--- src/hdl/xcfr_pkg.sv ---
// Shared constants and types of the XOR-checked frame receiver.
`default_nettype none

package xcfr_pkg;

  // Frame geometry
  localparam int NUM_WORDS   = 13;
  localparam int HDR_LEN     = 2;
  localparam int PAYLOAD_LEN = 2 * NUM_WORDS;
  localparam int CSUM_POS    = PAYLOAD_LEN + HDR_LEN;
  localparam int FRAME_LEN   = PAYLOAD_LEN + 5;

  // Widths
  localparam int CNT_W  = 6;
  localparam int IDX_W  = 4;
  localparam int ADDR_W = (NUM_WORDS > 1) ? $clog2(NUM_WORDS) : 1;

  localparam logic [CNT_W-1:0] COUNT_MAX = {CNT_W{1'b1}};

  // Line control bytes
  localparam logic [7:0] BYTE_CR = 8'h0D;
  localparam logic [7:0] BYTE_LF = 8'h0A;

  // Result status codes
  localparam logic STATUS_OK       = 1'b0;
  localparam logic STATUS_CSUM_ERR = 1'b1;

  typedef enum logic [1:0] {
    ST_RECV,
    ST_DRAIN,
    ST_ERR
  } state_t;

endpackage

`default_nettype wire

--- src/hdl/xor_checked_frame_receiver_core.sv ---
// Top level of the XOR-checked frame receiver: byte collection, word memory and drain.
//
// The receiver takes one serial byte per cycle on the rx channel while rx_ready
// is high and collects fixed-length frames (two header bytes, 2*NUM_WORDS payload
// bytes, one XOR checksum byte, CR, LF). Payload bytes are written into a
// NUM_WORDS x 16-bit word memory, one byte lane at a time. Every byte other than a
// frame-ending LF gives no result. A frame-ending LF of a frame with the right
// length and a matching checksum starts a drain that reads the word memory through
// its single registered read port and gives NUM_WORDS results, one per cycle when
// res_ready stays high; rx_ready is low from the cycle after that LF until the last
// result is taken. A checksum mismatch gives one error result, and rx_ready stays
// low until it is taken. Frames of any other length are dropped silently. No
// clearing pass is run after reset.
`default_nettype none

module xor_checked_frame_receiver_core
  import xcfr_pkg::*;
(
  input  wire                     clk,
  input  wire                     rst,
  // byte input
  input  wire                     rx_valid,
  output logic                    rx_ready,
  input  wire  [7:0]              rx_byte,
  // result output
  output logic                    res_valid,
  input  wire                     res_ready,
  output logic [IDX_W-1:0]        word_index,
  output logic signed [15:0]      word_value,
  output logic                    status,
  output logic                    last
);

  state_t            state, state_next;
  logic [CNT_W-1:0]  byte_count, byte_count_next;
  logic [7:0]        running_xor, running_xor_next;
  logic              prev_was_cr, prev_was_cr_next;
  logic [7:0]        checksum_byte, checksum_byte_next;
  logic [ADDR_W-1:0] rd_idx, rd_idx_next;

  logic [15:0]       word_mem [NUM_WORDS];
  logic [15:0]       rd_data;

  logic              rx_fire, res_fire;
  logic              is_term, frame_ok, drain_last;
  logic              wr_en, wr_hi;
  logic [CNT_W-1:0]  wr_off;
  logic [ADDR_W-1:0] wr_addr;

  // Decode the incoming byte
  assign rx_fire    = rx_valid && rx_ready;
  assign res_fire   = res_valid && res_ready;
  assign is_term    = (rx_byte == BYTE_LF) && prev_was_cr;
  assign frame_ok   = (byte_count == CNT_W'(FRAME_LEN - 1));
  assign drain_last = (rd_idx == ADDR_W'(NUM_WORDS - 1));
  assign wr_off     = byte_count - CNT_W'(HDR_LEN);
  assign wr_addr    = wr_off[ADDR_W:1];
  assign wr_hi      = wr_off[0];

  // Hold state and frame registers
  always_ff @(posedge clk) begin
    if (rst) begin
      state         <= ST_RECV;
      byte_count    <= '0;
      running_xor   <= '0;
      prev_was_cr   <= 1'b0;
      checksum_byte <= '0;
      rd_idx        <= '0;
    end else begin
      state         <= state_next;
      byte_count    <= byte_count_next;
      running_xor   <= running_xor_next;
      prev_was_cr   <= prev_was_cr_next;
      checksum_byte <= checksum_byte_next;
      rd_idx        <= rd_idx_next;
    end
  end

  // Word memory: byte-lane writes, registered read at the next drain index
  always_ff @(posedge clk) begin
    if (wr_en) begin
      if (wr_hi) begin
        word_mem[wr_addr][15:8] <= rx_byte;
      end else begin
        word_mem[wr_addr][7:0] <= rx_byte;
      end
    end
    rd_data <= word_mem[rd_idx_next];
  end

  // Next state, frame bookkeeping and result fields
  always_comb begin
    state_next         = state;
    byte_count_next    = byte_count;
    running_xor_next   = running_xor;
    prev_was_cr_next   = prev_was_cr;
    checksum_byte_next = checksum_byte;
    rd_idx_next        = rd_idx;
    wr_en              = 1'b0;
    rx_ready           = 1'b0;
    res_valid          = 1'b0;
    word_index         = '0;
    word_value         = '0;
    status             = STATUS_OK;
    last               = 1'b0;

    case (state)
      ST_RECV: begin
        rx_ready = 1'b1;
        if (rx_fire) begin
          if (is_term) begin
            // close the frame; keep it only at the exact length
            byte_count_next    = '0;
            running_xor_next   = '0;
            prev_was_cr_next   = 1'b0;
            checksum_byte_next = '0;
            if (frame_ok) begin
              if (running_xor == checksum_byte) begin
                state_next  = ST_DRAIN;
                rd_idx_next = '0;
              end else begin
                state_next = ST_ERR;
              end
            end
          end else begin
            // store payload, latch checksum, advance the saturating count
            if (byte_count >= CNT_W'(HDR_LEN) && byte_count < CNT_W'(CSUM_POS)) begin
              wr_en            = 1'b1;
              running_xor_next = running_xor ^ rx_byte;
            end else if (byte_count == CNT_W'(CSUM_POS)) begin
              checksum_byte_next = rx_byte;
            end
            if (byte_count != COUNT_MAX) begin
              byte_count_next = byte_count + 1'b1;
            end
            prev_was_cr_next = (rx_byte == BYTE_CR);
          end
        end
      end

      ST_DRAIN: begin
        res_valid  = 1'b1;
        word_index = IDX_W'(rd_idx);
        word_value = $signed(rd_data);
        status     = STATUS_OK;
        last       = drain_last;
        if (res_fire) begin
          if (drain_last) begin
            state_next = ST_RECV;
          end else begin
            rd_idx_next = rd_idx + 1'b1;
          end
        end
      end

      ST_ERR: begin
        res_valid  = 1'b1;
        word_index = '0;
        word_value = '0;
        status     = STATUS_CSUM_ERR;
        last       = 1'b1;
        if (res_fire) begin
          state_next = ST_RECV;
        end
      end

      default: begin
        state_next = ST_RECV;
      end
    endcase
  end

`ifndef SYNTHESIS
  // Never take a byte while a result is on offer
  assert property (@(posedge clk) disable iff (rst) !(rx_ready && res_valid))
    else $error("byte accepted while a result is pending");

  // Drain index stays inside the word memory
  assert property (@(posedge clk) disable iff (rst)
    (state == ST_DRAIN) |-> (rd_idx <= ADDR_W'(NUM_WORDS - 1)))
    else $error("drain index beyond word memory");

  // Taking the final result reopens the byte channel
  assert property (@(posedge clk) disable iff (rst) (res_fire && last) |=> rx_ready)
    else $error("byte channel not reopened after final result");

  // A drained word carries an incrementing index
  assert property (@(posedge clk) disable iff (rst)
    (res_fire && !last && state == ST_DRAIN) |=>
      (word_index == $past(word_index) + 1'b1))
    else $error("drain index did not advance");
`endif

endmodule

`default_nettype wire
--- config.mk ---
export PLATFORM = sky130hd
export DESIGN_NAME = xor_checked_frame_receiver_core
export DESIGN_NICKNAME = d
export VERILOG_FILES = /design/src/hdl/xcfr_pkg.sv /design/src/hdl/xor_checked_frame_receiver_core.sv
export SDC_FILE = /design/constraint.sdc
export NUM_CORES = 1
export LEC_CHECK = 0
export BUFFER_PORTS_ARGS = -buffer_cell sky130_fd_sc_hd__buf_2
export CAP_MARGIN = 20
export CORE_MARGIN = 1.5
export CORE_UTILIZATION = 50
export DETAILED_ROUTE_END_ITERATION = 8
export GPL_TIMING_DRIVEN = 0
export HOLD_SLACK_MARGIN = 0.06
export PLACE_DENSITY_LB_ADDON = 0.1
export SYNTH_ARGS = -nofsm -noshare
export SYNTH_HDL_FRONTEND = slang
export SYNTH_SLANG_ARGS = --single-unit
--- constraint.sdc ---
create_clock -name clk -period 3 [get_ports clk]
set_clock_uncertainty 0.2 [all_clocks]
set_input_delay 0.3 -clock clk [delete_from_list [all_inputs] [get_ports clk]]
set_output_delay 0.3 -clock clk [all_outputs]
set_load 0.01 [all_outputs]
==> run_results.csv <==
group,metric,value,unit
status,run_status,"completed",
synth,synth-simple-area-share,18.73,%
synth,synth_compound_area_share,11.76,%
die,num_io_pins,36,
grt,grtUsageTotal,28.08,%
timing,fin_setup_tns,0,ps
clock_tree,cts.clk_slew.worst_paths,60,ps
timing,max_freq,336.8,MHz
synth,synth.net_count,959,
die,core_area,0.02182,sq mm
grt,grt_util_met1,39.17,%
layout,utilization,63.90,%
placement,io_buffers,34,
timing,slew_viol_final,0,
placement,place.gp.congestion,0.8355,
critical_path,worst_ep_required_time,3210,ps
grt,grt_pass1_wl,49.31,mm
grt,grt_max_degree,32,
grt,use_met3,5.489,%
power,ir_drop,432.1,uV
timing,hold_viol,0,
clock_tree,clockBufferDepth,3,
synth,synth_mux_area_share,0,%
synth,synth_xor_area_share,0.8658,%
clock_tree,cts_max_level,1,
route,vias,8504,
layout,final_cell_area,0.01395,sq mm
synth,synth_cell_types,48,
die,die_area,0.02316,sq mm
synth,syn_area,0.01113,sq mm
route,drtAntennaViolNets,0,
clock_tree,cts_sinks,253,
synth,syn_inst,940,
grt,gr-usage-met2,44.11,%
clock_tree,clock_latency,530,ps
power,power.leakage,5.120,nW
die,rows,54,
synth,syn_area_per_cell,11.84,sq um
layout,final_common_cell,"edfxtp_1",
route,wl,33.45,mm
synth,synth_top_family_by_area,"simple AND/OR/NAND/NOR gates",
critical_path,reg2regPathDepth,11,
critical_path,crit_type,"reg2reg",
synth,yosys_warnings,0,
critical_path,critPathLaunchType,"flop",
route,wl_per_cell,24.93,um
route,first_iter_violations,944,
layout,mostFrequentLayoutCells,"208 x edfxtp_1, 128 x nand3_1, 77 x o21ai_0",
route,first_pass_iters,5,
grt,antenna_found_initial,0,
layout,instances_no_fill,1342,
layout,nNetsFinal,1060,
timing,timing.slew.headroom,23.39,%
timing,rsz0062_at_grt,"true",
synth,synthArstFlopShare,0,%
critical_path,worstPathMaxFanout,8,
placement,place_hpwl,20.51,mm
placement,place_inst,1254,
synth,synth_edf_count,208,
critical_path,worst_ep_arrival_time,3180,ps
synth,synth-adder-area-share,0.7871,%
placement,postPlaceCellArea,0.01165,sq mm
worst_hold_path,min_path_cells,4,
die,die_w,152.2,um
layout,nFillCells,1711,
die,initial_core_util,50.99,%
clock_tree,cts_tree,"done",
clock_tree,cts-root-buf,"clkbuf_16",
layout,area_growth,25.33,%
timing,setup_slack,30.89,ps
timing,worst_pin_slew,1145,ps
timing,period_minus_slack,2969,ps
grt,first_global_vias,8193,
grt,grt-ovfl-total,0,
timing,finalHoldWorstSlack,39.34,ps
synth,synth_flop_cell,"edfxtp_1",
layout,drive_above_1_share,27.33,%
placement,dpl_worst_slack,-1860,ps
route,viasPerCell,6.337,
run,cap_viol_max_count,0,
clock_tree,cts_made_buffers,27,
worst_hold_path,min_path_type,"in2reg",
grt,grt_busiest_layer,"met2",
timing,setup_viol,0,
power,p_total,7.262,mW
critical_path,worst_setup_path_end_kind,"flop",
synth,synth-seq-cells,253,
synth,seq_area_frac_synth,64.23,%
route,drc_errors,0,
die,fp.dieH,152.2,um
power,power.density,520.7,mW/mm^2
timing,finalCritPeriodShare,98.97,%
worst paths after layout:
path,slack [ps],to,from
hold reg to reg,260,checksum_byte[3]$_SDFFE_PP0P_,checksum_byte[3]$_SDFFE_PP0P_
hold / removal,40,running_xor[4]$_SDFFE_PP0P_,rx_byte[4]
setup / recovery,30,rd_data[8]$_DFF_P_,byte_count[0]$_SDFFE_PP0P_
setup reg to reg,30,rd_data[8]$_DFF_P_,byte_count[0]$_SDFFE_PP0P_
worst max-delay path, stage by stage, from the launching register on:
cell       delay [ps]
dfxtp_4           350
inv_4              60
ha_4              150
nand4bb_4         130
or4_4             460
a221o_2           410
buf_12            170
clkbuf_16         160
o21ai_1           110
nand3_1           140
a311oi_2          430
nor3_2             90
cells by family (layout without fill, tap and decap cells):
logic type               Yosys count  in the layout
other                              0              1
AO/OA/AOI/OAI                    205            205
flip-flops                       253            253
buffers and inverters             88            209
adder cells (fa/ha/maj)            7              7
AND/OR/NAND/NOR                  376            376
XOR/XNOR                          11             11
layout make-up:
type	instances	area [sq um]	area share, %
sequential	253	7159	51.34
multi-input combinational	599	4337	31.10
clock buffer	36	729.5	5.231
timing repair buffer	76	646.9	4.638
buffer	76	573.1	4.109
tap	280	350.3	2.512
clock inverter	13	115.1	0.8254
inverter	8	32.53	0.2333
antenna	1	2.502	0.01794
synthesized netlist by cell type, types with 2 or more instances:
library cell	number	area (sq um)
o21ai_0	107	535.5
nor2b_1	2	12.51
or3_1	7	43.79
xor2_1	10	87.58
nor3b_1	2	15.01
dfxtp_1	45	900.9
a21oi_1	35	175.2
buf_2	10	50.05
nand2_1	20	75.07
nand3_1	142	710.7
nor3_2	2	20.02
nor2_1	50	187.7
a311oi_1	17	148.9
o21ai_1	2	10.01
ha_1	7	87.58
clkbuf_1	61	229.0
o211a_1	32	320.3
a22oi_1	2	15.01
nand4_1	3	18.77
nor4_2	3	37.54
nand4bb_1	2	22.52
nand3b_1	12	90.09
and3_1	67	419.2
buf_6	8	90.09
edfxtp_1	208	6246
and2_1	17	106.4
nor3_1	23	115.1
nor4b_1	17	148.9
inv_1	8	30.03
layer usage:
metal,vias to the layer above,wire (um)
met5,-,0
met4,0,1053
met3,73,3020
met2,434,15830
met1,4198,13550
li1,3799,-
flip-flops by register name, summed over array words and instances, names as in the netlist:
name / cells
byte_count: 6
checksum_byte: 8
prev_was_cr: 1
rd_data: 16
rd_idx: 4
running_xor: 8
state: 2
word_mem: 208
repair_timing:
action | 4_1_cts | 5_1_grt
pin swaps | 63 | 36
setup endpoints to repair | 228 | 234
setup buffers | 18 | 10
gates resized for setup | 227 | 79
gates cloned | 2 | 0
endpoints found under the hold margin | 62 | 21
hold buffers | 8 | 3
power by group:
group / switching (mW) / total (mW) / internal (mW)
logic: 0.161 / 0.241 / 0.0798
clock network: 1.34 / 3.21 / 1.87
registers: 0.00620 / 3.81 / 3.80
total: 1.51 / 7.26 / 5.75
Power figures use the tool's default switching activity.
